**src/swrm_lifo.sv**
```systemverilog
// Push-order key store for the stack with running median.
// One write port and one registered read port.
// No dependencies.
module swrm_lifo #(
  parameter int DEPTH    = 64,
  parameter int KEY_BITS = 16
) (
  input  logic                      clk,
  input  logic                      we,
  input  logic [$clog2(DEPTH)-1:0]  waddr,
  input  logic [KEY_BITS-1:0]       wdata,
  input  logic [$clog2(DEPTH)-1:0]  raddr,
  output logic [KEY_BITS-1:0]       rdata
);

  logic [KEY_BITS-1:0] mem [DEPTH];

  // Write port
  always_ff @(posedge clk) begin
    if (we) begin
      mem[waddr] <= wdata;
    end
  end

  // Registered read port
  always_ff @(posedge clk) begin
    rdata <= mem[raddr];
  end

endmodule

```
**config.mk**
```make
export PLATFORM = sky130hd
export DESIGN_NAME = swrm_lifo
export DESIGN_NICKNAME = d
export VERILOG_FILES = /design/src/swrm_lifo.sv
export SDC_FILE = /design/constraint.sdc
export NUM_CORES = 1
export LEC_CHECK = 0
export ABC_AREA = 1
export BUFFER_PORTS_ARGS = -buffer_cell sky130_fd_sc_hd__buf_4
export CORE_UTILIZATION = 55
export CTS_CLUSTER_SIZE = 16
export DETAILED_ROUTE_END_ITERATION = 10
export PLACE_DENSITY_LB_ADDON = 0.2
export SLEW_MARGIN = 10
export SYNTH_ARGS = -nofsm -noshare
export SYNTH_HDL_FRONTEND = slang
export SYNTH_SLANG_ARGS = --single-unit
```
**constraint.sdc**
```tcl
create_clock -name clk -period 2.6 [get_ports clk]
set_input_delay 0.26 -clock clk [delete_from_list [all_inputs] [get_ports clk]]
set_output_delay 0.26 -clock clk [all_outputs]
set_load 0.03 [all_outputs]
```
Word level (Yosys, flattened, before mapping)
Memory sizes are Yosys's and may differ from the RTL's. A register that Yosys moved wholly into a read port is not among the register bits.
Index checks and enable logic that the tools add are counted.
Storage, ports and cells
  logic and storage cells: 3
  bits in writable memories: 1024
  input port bits: 30
  memories: 1
  output and inout bits: 16
  flip-flop bits (word level): 0
Operators by class
  multiplexer cells: 2
Memory list
  mem: words 64, bits a word 16, rd ports 1, clocked after memory_dff 1, write ports 1, RTL line 16  | logic [KEY_BITS-1:0] mem [DEPTH];
Operators with widths (number)
  $mux 1: 2

Logic depth before layout (Yosys ltp)
  word-level depth: 2
  gate-level depth with buffers: 12
  depth with buffers taken out: 9

Least setup slack after synthesis
Ideal clock, no wire load.
  kind: in2reg
  start point: input port we
  end point: memory mem[48][0] (enable)
  cell stages on the path: 3
  arrival time: 2384 ps
  required time: 2169 ps
  setup slack: -214 ps
  setup time: 431 ps
  path through: clkbuf_1 nand4_1 nor4_1
On the way
  word-level cells in the longest chain between the ends: 2
RTL lines
  from (decl): RTL line 9  | input logic we,
  $mux 1: RTL line 20  | if (we) begin
  $mux 1 (not written as such): RTL line 21  | mem[waddr] <= wdata;
  to (decl): RTL line 16
Every way passes these cells.

==> impl_metrics.yaml <==
route:
  vias: 27800
  antenna_left: 0
  drcViolationCount: 0
  initialDrtViolationCount: 3717
  wl_per_cell_um: 24.4
  routed_wirelength_um: 114000
  vias_per_cell: 5.98
  firstDrtPassIters: 7
timing:
  rsz0062_at_grt: "no"
  fin_crit_ns: 1.80
  final.period_utilization: 0.693
  fmax_mhz: 555
  finalSetupViolCount: 0
  worstMarginPinSlew_ns: 0.985
  finClkSkew_ns: 0.0230
  final_hold_viol_count: 0
  final-max-slew-violation-count: 0
  relSlewSlack: 0.343
setup_path:
  cp_max_fo: 145
  critPathKind: "primary input to flip-flop"
  worstPathArrival_ns: 2.39
  r2r-end: "rdata[7]$_DFF_P_"
  crit_path_start: "raddr[0]"
  worst_setup_path_end_kind: "flip-flop"
  worst-r2r-setup-slack_ns: 0.99
  regToRegStartpoint: "mem[15][7]$_DFFE_PP_"
  worstPathRequired_ns: 3.18
  cp-start-kind: "primary input"
  reg2regPathDepth: 8
run_status:
  status: "complete, no violations"
floorplan:
  die-area_um2: 77700
  die-width_um: 279
  core_area_um2: 75800
  fp-row-count: 101
  initial_utilization: 0.555
  ios: 46
  die_y_um: 279
worst_hold_path:
  worstHoldStart: "wdata[1]"
  hold_depth: 1
  whs_endpoint: "mem[40][1]$_DFFE_PP_"
  hold_class: "primary input to flip-flop"
clock_tree:
  clk_path_buf_depth: 3
  clk_pin_slew_worst_paths_ns: 0.06
  clk_latency_ns: 0.67
  post_cts_buffers: 0
  cts.htree.levels: 3
  cts.sinks: 1040
  cts_buffers: 104
  cts_tree: "yes"
  cts_resized: 0
  cts_root_buffer: "clkbuf_16"
yosys:
  ys_seq_area_frac: 0.738
  yosysMostFrequentCell: "nand2_1"
  syn_area_per_cell_um2: 12.0
  synth_area_leader_cell: "edfxtp_1"
  yosys_warnings: 0
  synthTopCellsByCount: "nand2_1, edfxtp_1, nand3_1"
  ys_top_cells_by_area: "edfxtp_1, nand2_1, nand3_1"
  syn_area_um2: 42100
  postSynthNetCount: 3547
  netlist.area_leader.share: 0.730
  synth.distinct_cells: 16
  synth_edf_count: 1024
  ys_ff_latch: 1040
  syn_inst: 3517
  synth_flop_cell: "edfxtp_1"
  synth-async-reset-ratio: 0
run:
  drv_cap: 0
placed_design:
  placed_cells: 4452
  dp_hpwl_um: 64300
  gp_congestion: 0.894
  port_buffers: 45
pwr:
  power.density_nw_per_um2: 765
  vdd_ir_drop_max_mv: 0.625
  p_leak_nw: 17.1
layout:
  fin_cells: 4648
  nets: 3611
  area_delta_synth_final_pct: 12.0
  drive_gt1_frac: 0.0927
  utilization: 0.622
global_route:
  grt_pass1_wl_um: 170000
  grt_pass1_vias: 26800
  grt-ovfl-total: 0
  grt_usage: 0.296
  antenna_found_initial: 2
  grt_start_max_net_pins: 146
[per-stage QoR]
step | setup slack (ns) | hold slack [ns] | setup TNS (ns) | cell area [um^2] | power [mW]
floorplan | -0.214 | 0.359 | -27.40 | 42100 | 20.3
global placement | 0.281 | 0.692 | 0 | 43700 | 21.3
detailed placement | 0.287 | 0.691 | 0 | 43700 | 21.3
CTS | 0.893 | 0.0391 | 0 | 47200 | 36.2
global route | 0.797 | 0.0440 | 0 | 47200 | 37.0
finish | 0.797 | 0.0617 | 0 | 47200 | 36.1
[repair_timing]
| action | 4_1_cts | 5_1_grt |
|---|---|---|
| hold buffers | 1 | 0 |
| hold endpoints to repair | 1 | 0 |
| endpoints found under the setup margin | 0 | 0 |
[layer usage]
layer	share of wire	global-route usage
met5	0.00020	0
met4	0.028	0.0868
met3	0.096	0.0502
met2	0.47	0.462
met1	0.41	0.430
[where the power goes]
group          internal, mW  switching (mW)
clock                  8.90            6.19
combinational         0.589            1.77
sequential             18.6          0.0732
[worst max-delay path, cell delays in order]
cell and delay [ns]:
buf_8 0.24, buf_12 0.46, nand2_1 0.11, nand3_1 0.21, nand3_1 0.16, nand2_1 0.09, nand2_1 0.06, nand3_1 0.09
nand3_1 0.29, nand2_1 0.18
[placed cells by master, fill, tap and decap left out, types with 2 or more instances in the layout]
cell type	count
buf_12	29
clkbuf_1	23
edfxtp_1	1024
nor4_2	8
dfxtp_1	16
buf_4	151
nand3_1	871
clkinv_1	24
buf_8	2
clkbuf_16	108
clkinv_4	2
clkinv_2	15
inv_1	8
nor2_1	56
nand2_1	1296
clkinvlp_4	2
bufinv_16	12
diode_2	2
clkbuf_8	5
nand4_1	9
[cell families after synthesis]
logic type | after synthesis | synth area share
buffers and inverters | 237 | 0.0354
AND/OR/NAND/NOR | 2240 | 0.227
flip-flops | 1040 | 0.738
[area by class of cell]
class                   count  area [um^2]
fillers                  5868        28700
multi-input cells        2240         9590
diodes                      2         5.00
inverters                  12         71.3
repair buffers            183         1750
clock buffers             136         2860
flip-flops and latches   1040        31100
well taps                 978         1220
clock inverters            57          583
[how the worst max path moves through the flow]
| stage | end | slack, ns | depth (start not counted) |
|---|---|---|---|
| 2_1_floorplan | mem[48][0]$_DFFE_PP_ | -0.21 | 3 |
| 3_3_place_gp | rdata[0]$_DFF_P_ | 0.28 | 10 |
| 3_5_place_dp | rdata[0]$_DFF_P_ | 0.29 | 10 |
| 4_1_cts | rdata[12] | 0.89 | 1 |
| 5_1_grt | rdata[7]$_DFF_P_ | 0.80 | 10 |
| 6_report | rdata[7]$_DFF_P_ | 0.80 | 10 |
[state kept, by name (all words and copies together) (netlist names)]
signal  cells
mem      1024
rdata      16
No activity file was read; power rests on OpenSTA's default activity.
