--- src/swrm_pkg.sv ---
// Shared package for the stack with running median.
// Holds the command codes and the control struct that drives the sorted chain.
// No dependencies.
package swrm_pkg;

  // Command codes of an input item
  localparam logic [1:0] CMD_PUSH  = 2'd0;
  localparam logic [1:0] CMD_POP   = 2'd1;
  localparam logic [1:0] CMD_QUERY = 2'd2;

  // Per-cycle control broadcast to every cell of the sorted chain
  typedef struct packed {
    logic ins;  // insert the broadcast key in order
    logic del;  // remove one copy of the broadcast key
  } cell_ctl_t;

endpackage

--- src/swrm_cell.sv ---
// One cell of the sorted key chain.
// Holds a single key and shifts toward a neighbor on insert or delete.
// Depends on swrm_pkg.
module swrm_cell #(
  parameter int KEY_BITS = 16
) (
  input  logic                  clk,
  input  swrm_pkg::cell_ctl_t   ctl,
  input  logic [KEY_BITS-1:0]   key,
  input  logic                  valid,
  input  logic                  left_gt,
  input  logic [KEY_BITS-1:0]   left_val,
  input  logic [KEY_BITS-1:0]   right_val,
  output logic                  gt,
  output logic [KEY_BITS-1:0]   val
);

  logic ge;

  // An empty cell counts as larger than any key
  always_comb begin
    gt = !valid || (val > key);
    ge = val >= key;
  end

  // Insert: cells above the key move up one place; the first of them takes the key.
  // Delete: cells at or above the key take the value from their right neighbor.
  always_ff @(posedge clk) begin
    if (ctl.ins && gt) begin
      val <= left_gt ? left_val : key;
    end else if (ctl.del && valid && ge) begin
      val <= right_val;
    end
  end

endmodule

--- config.mk ---
export PLATFORM = sky130hd
export DESIGN_NAME = swrm_cell
export DESIGN_NICKNAME = d
export VERILOG_FILES = /design/src/swrm_pkg.sv /design/src/swrm_cell.sv
export SDC_FILE = /design/constraint.sdc
export NUM_CORES = 1
export LEC_CHECK = 0
export ABC_AREA = 1
export BUFFER_PORTS_ARGS = -buffer_cell sky130_fd_sc_hd__buf_2
export CORE_ASPECT_RATIO = 0.75
export CORE_UTILIZATION = 49
export DETAILED_ROUTE_END_ITERATION = 16
export PLACE_DENSITY = 0.86
export SKIP_LAST_GASP = 1
export SYNTH_ARGS = -nofsm -noshare
export SYNTH_HDL_FRONTEND = slang
export SYNTH_SLANG_ARGS = --single-unit
--- constraint.sdc ---
create_clock -name clk -period 3.4 [get_ports clk]
set_input_delay 0.34 -clock clk [delete_from_list [all_inputs] [get_ports clk]]
set_output_delay 0.34 -clock clk [all_outputs]
set_load 0.02 [all_outputs]
# Word-level counts from Yosys, hierarchy flattened
# Cells that the tools add are included.
# W data, S select, Z words.
[classes]
n_lt_le_gt_ge = 2
mux = 3
reduce_logical = 6
[ops]
columns = ["cell", "n"]
rows = [
  ["$mux W16", 3],
  ["$ge A16 B16 Y1", 1],
  ["$gt A16 B16 Y1", 1],
  ["$logic_and A1 B1 Y1", 3],
  ["$reduce_bool A2 Y1", 1],
  ["$logic_not A1 Y1", 1],
  ["$logic_or A1 B1 Y1", 1],
]
[word_totals]
register_bits = 16
in_bits = 53
output_inout_bits = 17
elab_cells = 12

# Logic depth before layout (Yosys ltp)
# Gate-level depths: netlist (run 1).
[logic_depth]
ltp_word = 4
mapped_depth = 17
depth_no_buf = 16

# Least setup slack after synthesis (run 1)
# Ideal clock, no wire load.
[synth_path]
path_type = "register to register"
from = "register val[11]"
to = "register val[0] (enable)"
setup_ps = 372
arrival_time_ps = 1982
required_time_ps = 3028
slack_ps = 1046
path_stages_with_launch = 13
path_buffers = 1
period_less_slack_ps = 2354
path_cell_list = "edfxtp_1 -> ha_1 -> nand2_1 -> inv_1 -> nand3_1 -> nor3_2 -> nand2_1 -> nand2_1 -> nand2_2 -> nand2_4 -> nand2_4 -> buf_8 -> nand2_1"
[synth_between]
elab_chain_cells = 4
word_cells_on_any_way = 6
classes_between = "order compare (2); reduce/logical (4)"
[synth_lines]
columns = ["item", "line", "source"]
rows = [
  ["start: declaration", "swrm_cell.sv:15", "output logic [KEY_BITS-1:0] val"],
  ["start signal: assignment", "swrm_cell.sv:30", "val <= left_gt ? left_val : key;"],
  ["start signal: assignment", "swrm_cell.sv:32", "val <= right_val;"],
  ["$gt A16 B16 Y1", "swrm_cell.sv:22", "gt = !valid || (val > key);"],
  ["$logic_or A1 B1 Y1", "swrm_cell.sv:22", ""],
  ["$logic_and A1 B1 Y1", "swrm_cell.sv:29", "if (ctl.ins && gt) begin"],
  ["$reduce_bool A2 Y1 (no line) *", "-", ""],
]
# Every way passes the cells marked *; elsewhere a longest branch is shown, timed or not.
# A chain may end at the register's enable or synchronous reset.

# Final worst setup path (run 1)
[layout_path]
from = "register val[11]"
to = "register val[3] (enable)"
# The elaborated chain is that of the path after synthesis.

==> results.md, run 1 <==
- Critical-path maximum fanout: 18
- FILL cells: 245
- Flops & latches, synth: 16
- Clock latency on the worst-skew pair: 0.29 ns
- CTS tree: yes
- Final Hold Vio Count: 0
- Hold WC Path Type: primary input to flip-flop
- Total grt overflow: 0
- Core area: 2603 µm²
- RSZ-0062 raised after global routing: no
- Antenna Cells: 0
- Clock slew at reported path FFs: 0.09 ns
- Vias in the first global route: 1222
- Multi-input logic area: 742.0 µm²
- Synth cell types: 19
- Antenna-violating nets left: 0
- Most flop-heavy register: val
- Htree depth: 1
- Post-DP HPWL: 2.539 mm
- Rel. slew slack: 55.20%
- Synth top area cells: edfxtp_1 (36%), nand2_1 (18%), ha_1 (15%), nand3_1 (7.4%), o21ai_0 (6.0%)
- Critical path required time: 3.33 ns
- Worst slew pin tran: 0.6703 ns
- Cell Rows: 16
- Placed cells: 277
- Mapped cell area: 1345 µm²
- Vias: 1372
- Initial detailed-routing violation count: 62
- PD cells: 360.1 nW/µm²
- Yosys warns: 0
- Post-place instance area: 1692 µm²
- Worst slack, placed: 0.8149 ns
- Largest register FFs: 16
- Peak VDD IR: 0.2030 mV
- Final period utilization: 76.16%
- Post-Syn Instances: 179
- Post-CTS sizing: 0
- Yosys top cell area share: 35.72%
- Fin area: 1718 µm²
- Cell taking the most area after synthesis: edfxtp_1
- DRC violations left: 0
- Final setup fails: 0
- Fin Setup TNS: 0 ns
- Status: finished, final reports clean
- Post-route setup slack: 0.8105 ns
- DIE WIDTH: 62.50 µm
- Peak Freq: 386.2 MHz
- Biggest regs: val (16)
- Max Clock Skew: 0.005994 ns
- Total track usage: 23.77%
- Antenna violations before repair: 0
- CTS Buf Count: 3
- Die Y: 47.38 µm
- Minimum hold slack: 0.3152 ns
- Critical path class: flip-flop to flip-flop
- Clk buf depth: 2
- Leak pwr: 0.9782 nW
- Max-slew violations: 0
- Io pins: 70
- Syn_area_per_cell: 7.514 µm²
- Routed WL per cell: 11.59 µm
- CTS sink cnt: 16
- Tmin final: 2.590 ns
- Hold buffers post-CTS: 0
- Root buffer cell: clkbuf_4
- Storage element area: 480.5 µm²
- Largest net degree at the start of global routing: 32
- Via density: 4.883
- Number of port buffers: 69
- Final cell count without fillers: 281
- Area delta synth->final: 27.72%
- Starting Density: 51.68%
- Die area: 2961 µm²
- Startpoint types: flip-flop
- CP Data Arrival Time: 2.52 ns
- DR pass1 iterations: 4
- Post-CTS Setup Bufs: 0
- Max Cap Violations: 0
- Nets: 315
- First-pass GRT wire length: 5.278 mm
- Endpoint type of the worst setup path: flip-flop
- Post-Syn Nets: 248
- Sequential share of the synthesized area: 35.72%
- Share of layout cells above drive strength 1: 32.24%
- Total routed wirelength: 3.256 mm
- Placer Congestion: 0.7796
final timing paths:
kind | startpoint | endpoint | slack (ns) | depth (start not counted)
worst min register to register | val[15]$_DFFE_PP_ | val[6]$_DFFE_PP_ | 1.25 | 9
worst max register to register | val[11]$_DFFE_PP_ | val[3]$_DFFE_PP_ | 0.81 | 11
worst min-delay path | right_val[4] | val[4]$_DFFE_PP_ | 0.32 | 3
worst max-delay path | val[11]$_DFFE_PP_ | val[3]$_DFFE_PP_ | 0.81 | 11
cells in the final DEF, fill, tap and decap left out, drive strengths merged:
cell type and count:
nand2 69, a21oi 6, edfxtp 16, nand3 20
and3 1, a21o 1, nor2 4, nor3 1
mux2 1, clkbuf 3, inv 21, clkinv 1
buf 69, o21ai 16, ha 16
synthesized netlist by cell type (all sizes together):
cell and count:
nand2 69, inv 21, nand3 20, edfxtp 16, ha 16, o21ai 16
a21oi 6, buf 4, nor2 4, clkbuf 3, a21o 1, and3 1
mux2 1, nor3 1
layout make-up:
type	count	share of cell area, %
timing repair buffer	69	20.10
multi-input combinational	135	43.19
tap	36	2.622
sequential	16	27.97
inverter	21	4.588
clock inverter	1	0.2185
clock buffer	3	1.311
routing by layer:
metal / GRT usage, % / wire, µm / up-vias
met5: 0 / 0 / -
met2: 41.30 / 1457 / 51
met1: 29.51 / 1560 / 594
li1: - / - / 723
met4: 7.907 / 27 / 0
met3: 6.796 / 210 / 4
worst max-delay path: stages (launching register included):
cell	delay, ns
edfxtp_1	0.42
ha_1	0.32
nand2_1	0.06
inv_1	0.07
nand3_1	0.09
nor3_2	0.15
nand2_1	0.09
nand2_1	0.07
nand2_2	0.06
nand2_4	0.18
nand2_4	0.17
nand2_1	0.55
stage by stage:
step                      power [mW]  util (%)
after floorplan               0.4362         -
after global placement        0.5113     65.00
after detailed placement      0.5167     65.00
after CTS                     0.6199     66.01
after global routing          0.6617     66.01
final                         0.6186     66.01
cells by family after synthesis:
| family | Yosys count | share of synthesized area, % |
|---|---|---|
| buffers and inverters | 28 | 9.116 |
| AOI/OAI and AO/OA | 23 | 8.745 |
| adders and majority gates | 16 | 14.88 |
| and+or+nand+nor | 95 | 30.70 |
| DFF | 16 | 35.72 |
| muxes | 1 | 0.8371 |
report_power, final:
| group | switching, mW | leakage, nW | internal (mW) |
|---|---|---|---|
| logic | 0.153 | 0.806 | 0.0911 |
| registers | 0.0144 | 0.156 | 0.254 |
| clock network | 0.0625 | 0.0154 | 0.0427 |
Note: power is estimated with default switching activity, not from simulation.
==> run 2, diff against run 1 <==
--- a/config.mk
+++ b/config.mk
@@ -8,9 +8,9 @@
 export ABC_AREA = 1
 export BUFFER_PORTS_ARGS = -buffer_cell sky130_fd_sc_hd__buf_2
 export CORE_ASPECT_RATIO = 0.75
-export CORE_UTILIZATION = 49
+export CORE_UTILIZATION = 45
 export DETAILED_ROUTE_END_ITERATION = 16
-export PLACE_DENSITY = 0.86
+export PLACE_DENSITY = 0.8
 export SKIP_LAST_GASP = 1
 export SYNTH_ARGS = -nofsm -noshare
 export SYNTH_HDL_FRONTEND = slang
==> constraint.sdc (replaced) <==
create_clock -name clk -period 2.5 [get_ports clk]
set_input_delay 0.25 -clock clk [delete_from_list [all_inputs] [get_ports clk]]
set_output_delay 0.25 -clock clk [all_outputs]
set_load 0.02 [all_outputs]
==> run 2 against run 1 <==
Effect of this change:
- clock power is 80% higher
- sequential cell count unchanged
- largest power group unchanged
- power rose by 44%
- non-clock buffer count up 2
- largest cell class unchanged
- sequential share of layout area decreased by 0.48 points
- highest routed layer unchanged
- combinational power grew 39%
- clock skew is 0.0058 ns lower
==> results.md, run 2 (synthesis gave the netlist of run 1 again) <==
- Status: finished, final reports clean
- Max Clock Skew: 0.0002159 ns (-0.005778 ns)
- Total track usage: 21.72% (-2.0 points)
- Critical path required time: 2.25 ns (-1.08 ns)
- Final Hold Vio Count: 0 (unchanged)
- CTS sink cnt: 16 (unchanged)
- DR pass1 iterations: 4 (unchanged)
- DRC violations left: 0 (unchanged)
- Crit path largest cell delay: 0.39 ns (-0.16 ns)
- Slowest stage cell, crit path: edfxtp_1
- Root buffer cell: clkbuf_8
- Power Total: 892.9 µW (+44%)
- Most frequent cells in the layout: buf_2 (69), nand2_1 (65), inv_1 (21)
- Worst slew pin tran: 0.6698 ns (-0.0005518 ns)
- Combinational share of power: 38.1% (-1.4 points)
- DIE WIDTH: 65.13 µm (+4.2%)
- Storage element area: 480.5 µm² (unchanged)
- Largest register FFs: 16 (unchanged)
- FILL cells: 265 (+8.2%)
- Max Cap Violations: 0 (unchanged)
- Starting Density: 49.40% (-2.3 points)
- Vias in the first global route: 1278 (+4.6%)
- PD cells: 510.8 nW/µm² (+42%)
- Crit path depth: 11 (unchanged)
- Tmin final: 2.247 ns
- Leak pwr: 0.9935 nW (+1.6%)
- Initial detailed-routing violation count: 59 (-4.8%)
- Worst hold stages: 3 (unchanged)
- Reg-to-Reg Start: val[11]$_DFFE_PP_
- Clk buf depth: 2 (unchanged)
- Critical-path maximum fanout: 17 (-1)
- Switching share of total power: 34.75% (-2.5 points)
- Clock share of power: 21.1% (+4.1 points)
- Peak VDD IR: 0.3160 mV (+56%)
- Multi-input logic area: 742.0 µm² (unchanged)
- Via density: 4.844 (-0.79%)
- Hold WC Path Type: primary input to flip-flop
- Final setup fails: 0 (unchanged)
- Post-CTS sizing: 0 (unchanged)
- Endpoint type of the worst setup path: primary output
- Biggest regs: val (16)
- Most flop-heavy register: val
- Total routed wirelength: 3.217 mm (-1.2%)
- Internal power: 582.7 µW (+50%)
- Routed WL per cell: 11.41 µm (-1.5%)
- Hold buffers post-CTS: 0 (unchanged)
- Commonest non-fill, non-tap cell in the layout: buf_2
- Antenna Cells: 0 (unchanged)
- Htree depth: 1 (unchanged)
- Nets: 317 (+0.63%)
- Clock latency on the worst-skew pair: 0.25 ns (-0.04 ns)
- Rel. slew slack: 55.24% (about the same)
- Cell mode on critical path: nand2_1
- Post-DP HPWL: 2.466 mm (-2.9%)
- Share of layout cells above drive strength 1: 32.93% (+0.68 points)
- Sequential Power Share: 40.8% (-2.6 points)
- R2r worst-path depth: 11 (unchanged)
- Area delta synth->final: 29.95%
- Net load switching power: 310.2 µW (+35%)
- Placer Congestion: 0.8027 (+3.0%)
- Hold Crit Endpoint: val[4]$_DFFE_PP_
- Cell Rows: 16 (unchanged)
- Core area: 2723 µm² (+4.6%)
- Die area: 3214 µm² (+8.6%)
- Clock slew at reported path FFs: 0.06 ns (-0.03 ns)
- Number of port buffers: 69 (unchanged)
- CTS Buf Count: 3 (unchanged)
- Worst Hold Launch: right_val[4]
- Total grt overflow: 0 (unchanged)
- Worst slack, placed: 0.2583 ns (-0.5566 ns)
- Startpoint types: flip-flop
- Final period utilization: 89.88%
- Worst reg2reg endpoint: val[9]$_DFFE_PP_
- Largest delay contributor family on the critical path: simple AND/OR/NAND/NOR gates
- First-pass GRT wire length: 5.451 mm (+3.3%)
- Vias: 1366 (-0.44%)
- Max-slew violations: 0 (unchanged)
- Die Y: 49.35 µm (+4.2%)
- Antenna-violating nets left: 0 (unchanged)
- Fin Setup TNS: 0 ns (unchanged)
- Critical path class: flip-flop to primary output
- Worst path bufs/invs: 3 (+2)
- Peak Freq: 445.1 MHz
- Worst path cell trace: ha_1, nand2_1, inv_1, nand3_1, nor3_2, nand2_1, nand2_1, nand2_2, nand2_4, buf_4, buf_2
- RSZ-0062 raised after global routing: no
- Post-route setup slack: 0.2531 ns (-0.5574 ns)
- Post-CTS Setup Bufs: 0 (unchanged)
- Antenna violations before repair: 0 (unchanged)
- CTS tree: yes
- Placed cells: 279 (+0.72%)
- R2R Setup Slk: 0.26 ns (-0.55 ns)
- CP Data Arrival Time: 2.00 ns (-0.52 ns)
- Final cell count without fillers: 282 (+0.36%)
- Largest net degree at the start of global routing: 32 (unchanged)
- Io pins: 70 (unchanged)
==> run 2: cell count changes in the layout (fill, tap and decap cells not counted), sizes merged <==
cell,change
clkinv,-1
buf,+2
==> run 2: worst min-delay path: stages <==
cell and delay (ns):
buf_2 0.07, nand2_1 0.04, nand2_1 0.04
==> run 2: cell type report <==
type                    count  share of cell area (%)
multi-input cells         135                   42.45
inverters                  21                   4.510
flip-flops and latches     16                   27.49
repair buffers             71                   20.62
clock buffers               3                   2.362
well taps                  36                   2.577
==> run 2: per-layer routing <==
metal / track usage (%) / wire [µm]
met1: 28.24 / 1565
met2: 35.94 / 1394
met3: 6.776 / 248
met4: 3.261 / 8
met5: 0 / 0
==> run 2: per-stage QoR <==
stage          util, %  hold WS, ns  area [µm²]
2_1_floorplan        -       0.4228        1345
3_3_place_gp     62.68       0.5195        1707
3_5_place_dp     62.68       0.5168        1707
4_1_cts          64.20       0.2644        1748
5_1_grt          64.20       0.2765        1748
6_report         64.20       0.2652        1748
==> run 2: power groups by stage <==
stage	clock network, mW	logic, mW	registers, mW
2_1_floorplan	0	0.181	0.412
3_3_place_gp	0	0.335	0.369
3_5_place_dp	0	0.341	0.370
4_1_cts	0.189	0.344	0.365
5_1_grt	0.203	0.385	0.369
6_report	0.189	0.340	0.365
==> run 2: worst max-delay path by stage <==
stage	from	end	slack [ns]
2_1_floorplan	val[11]$_DFFE_PP_	val[0]$_DFFE_PP_	0.15
3_3_place_gp	val[11]$_DFFE_PP_	val[8]$_DFFE_PP_	0.25
3_5_place_dp	val[11]$_DFFE_PP_	val[10]$_DFFE_PP_	0.26
4_1_cts	val[11]$_DFFE_PP_	val[7]$_DFFE_PP_	0.23
5_1_grt	val[11]$_DFFE_PP_	val[12]$_DFFE_PP_	0.07
6_report	val[11]$_DFFE_PP_	gt	0.25
==> run 3, diff against run 2 <==
--- a/config.mk
+++ b/config.mk
@@ -5,7 +5,7 @@
 export SDC_FILE = /design/constraint.sdc
 export NUM_CORES = 1
 export LEC_CHECK = 0
-export ABC_AREA = 1
+export ABC_AREA = 0
 export BUFFER_PORTS_ARGS = -buffer_cell sky130_fd_sc_hd__buf_2
 export CORE_ASPECT_RATIO = 0.75
 export CORE_UTILIZATION = 45
==> run 3 against run 2 <==
Effect of this change:
- the run now ends with setup timing left
- combinational power increased by 31%
- core utilization is 12 points higher
- sequential share of layout area decreased by 4.2 points
- synthesized cell count is 25% lower
==> results.md, run 3 <==
- Largest net degree at the start of global routing: 32 (unchanged)
- Commonest non-fill, non-tap cell in the layout: buf_2
- Post-route setup slack: -0.05062 ns (-0.3037 ns)
- Status: finished, violations left
- Most frequent cells in the layout: buf_2 (68), nand2_1 (19), inv_1 (18)
- Critical-path maximum fanout: 6 (-11)
- DRC violations left: 0 (unchanged)
- Synth cell types: 27 (+8)
- Peak Freq: 392.1 MHz (-12%)
- Cell taking the most area after synthesis: edfxtp_1
- Yosys warns: 0 (unchanged)
- Worst path cell trace: ha_4, a21oi_2, nor3_1, or4_1, o311a_4, buf_6, mux2_4
- Core area: 2723 µm² (unchanged)
- Commonest cells in the netlist: nand2_1 (20), inv_1 (18), o21ai_0 (17)
- Syn_area_per_cell: 10.02 µm² (+33%)
- Antenna Cells: 0 (unchanged)
- DIE WIDTH: 65.31 µm (+0.27%)
- Nets: 282 (-11%)
- Largest register FFs: 16 (unchanged)
- Critical path class: flip-flop to flip-flop
- Most used flip-flop cell after synthesis: edfxtp_1
- Hold buffers post-CTS: 0 (unchanged)
- CP Data Arrival Time: 2.57 ns (+0.57 ns)
- Die area: 3231 µm² (+0.54%)
- Final setup fails: 17 (+17)
- Clk buf depth: 2 (unchanged)
- Number of port buffers: 69 (unchanged)
- Flops & latches, synth: 16 (unchanged)
- Placed cells: 242 (-13%)
- XOR/XNOR share of the synthesized area: 0% (unchanged)
- Startpoint types: flip-flop
- Power Total: 1.031 mW (+16%)
- Hold WC Path Type: primary input to flip-flop
- Clock latency on the worst-skew pair: 0.26 ns (about the same)
- Minimum hold slack: 0.2864 ns (+0.02118 ns)
- Synth Area in Compound Gates: 12.77% (+4.0 points)
- GR Layer Usage met1: 30.96% (+2.7 points)
- Worst slack, placed: -0.07650 ns (-0.3348 ns)
- Post-DP HPWL: 2.915 mm (+18%)
- Vias in the first global route: 1334 (+4.4%)
- Total track usage: 25.96% (+4.2 points)
- Mapped cell area: 1353 µm² (+0.56%)
- Post-place instance area: 1814 µm² (+6.3%)
- RSZ-0062 raised after global routing: yes
- Final cell count without fillers: 248 (-12%)
- Antenna violations before repair: 0 (unchanged)
- Met3 Resource Use GR: 5.556% (-1.2 points)
- Root buffer cell: clkbuf_8
- Area share of fa/ha/maj cells after synthesis: 14.80% (-0.083 points)
- PD cells: 499.3 nW/µm² (-2.3%)
- Worst slew pin tran: 0.4718 ns (-0.1979 ns)
- EDFF count, synth: 16 (unchanged)
- Leak pwr: 0.9761 nW (-1.8%)
- Most flop-heavy register: val
- Via density: 5.617 (+16%)
- Htree depth: 1 (unchanged)
- Max Clock Skew: 0.002528 ns (+0.002312 ns)
- Max Cap Violations: 0 (unchanged)
- Starting Density: 49.68% (+0.28 points)
- Final period utilization: 102.0% (+12 points)
- CTS sink cnt: 16 (unchanged)
- Post-Syn Instances: 135 (-25%)
- Antenna-violating nets left: 0 (unchanged)
- Fin area: 2066 µm² (+18%)
- DR pass1 iterations: 4 (unchanged)
- Biggest regs: val (16)
- Synth top area cells: edfxtp_1 (36%), ha_1 (15%), mux2_4 (11%), o21ai_0 (6.3%), mux2_2 (5.8%)
- Multiplexer share of the synthesized area: 16.93% (+16 points)
- Initial detailed-routing violation count: 74 (+25%)
- Clock slew at reported path FFs: 0.07 ns (about the same)
- Sequential share of the synthesized area: 35.52% (-0.20 points)
- CTS tree: yes
- Die Y: 49.48 µm (+0.27%)
- Final Hold Vio Count: 0 (unchanged)
- Cell Rows: 16 (unchanged)
- Cell with the most instances after synthesis: nand2_1
- Max-slew violations: 0 (unchanged)
- Util after Layout: 75.87% (+12 points)
- Rel. slew slack: 68.21% (+13 points)
- Total routed wirelength: 4.420 mm (+37%)
- Synth Area in Simple Gates: 11.84% (-19 points)
- Yosys top cell area share: 35.52% (-0.20 points)
- Area delta synth->final: 52.73%
- Vias: 1393 (+2.0%)
- Failing checks: setup timing
- Post-Syn Nets: 204 (-18%)
- GR Util met2: 46.22% (+10 points)
- Share of layout cells above drive strength 1: 56.60% (+24 points)
- First-pass GRT wire length: 6.265 mm (+15%)
- Routed WL per cell: 17.82 µm (+56%)
- Slowest stage cell, crit path: or4_1
- Endpoint type of the worst setup path: flip-flop
- Placer Congestion: 0.8632 (+7.5%)
- CTS Buf Count: 3 (unchanged)
- Ys async rst share: 0% (unchanged)
- Tmin final: 2.551 ns (+0.3037 ns)
- Critical path required time: 2.52 ns (+0.27 ns)
- Fin Setup TNS: -0.6078 ns (-0.6078 ns)
- GR peak layer: met2
- Crit path largest cell delay: 0.50 ns (+0.11 ns)
- Total grt overflow: 0 (unchanged)
- Peak VDD IR: 0.3988 mV (+26%)
- Io pins: 70 (unchanged)
- Main combinational cell family by area after synthesis: multiplexers
-- run 3: changes by cell type after synthesis, sizes merged, moves of 2 or more --
cell    before  now
mux2         1   17
nand4        0    3
nor2         4    1
inv         21   18
buf          4    2
nor4         0    2
o211ai       0    2
nand2       69   20
nand3       20    2
-- run 3: per-layer routing --
metal  share of wire (%)  vias to the layer above
met1                  39                      639
met3                 6.2                       31
li1                    -                      642
met2                  49                       81
met4                 5.7                        0
met5                   0                        -
-- run 3: critical path: cells and delay by family (launching register included) --
kind	cells	cell delay (ns)
AO/OA/AOI/OAI	2	0.56
multiplexers	1	0.30
adder cells (fa/ha/maj)	1	0.26
AND/OR/NAND/NOR	2	0.58
buffers and inverters	1	0.15
flip-flops	1	0.46
-- run 3: power breakdown --
part | internal, mW | switching [mW] | leakage, nW | total [mW]
Combinational | 0.218 | 0.228 | 0.797 | 0.446
Clock | 0.110 | 0.108 | 0.0231 | 0.218
Sequential | 0.341 | 0.0266 | 0.156 | 0.367
-- run 3: cell type report --
class | instances | area, µm²
clock buffers | 3 | 41.29
clock inverters | 1 | 3.754
fillers | 188 | 656.9
inverters | 18 | 67.56
multi-input cells | 96 | 989.7
flip-flops and latches | 16 | 480.5
well taps | 36 | 45.04
repair buffers | 78 | 437.9
-- run 3: repair_timing --
item / CTS / global route
pin swaps: 4 / 8
gates cloned: 0 / 0
endpoints found under the hold margin: 0 / 0
setup buffers: 0 / 3
gates resized for setup: 8 / 23
setup endpoints to repair: 33 / 33
-- run 3: path summary, 6_finish.rpt --
check	from	end	slack, ns	depth (start not counted)
max	val[9]$_DFFE_PP_	val[10]$_DFFE_PP_	-0.05	7
min	right_val[3]	val[3]$_DFFE_PP_	0.29	2
max reg2reg	val[9]$_DFFE_PP_	val[10]$_DFFE_PP_	-0.05	7
min reg2reg	val[15]$_DFFE_PP_	val[0]$_DFFE_PP_	1.27	5
-- run 3: kinds of logic after synthesis --
kind of cell               count (synthesis)
and+or+nand+nor                           33
muxes                                     17
buffers and inverters                     23
adders and majority gates                 16
DFF                                       16
AOI/OAI and AO/OA                         30
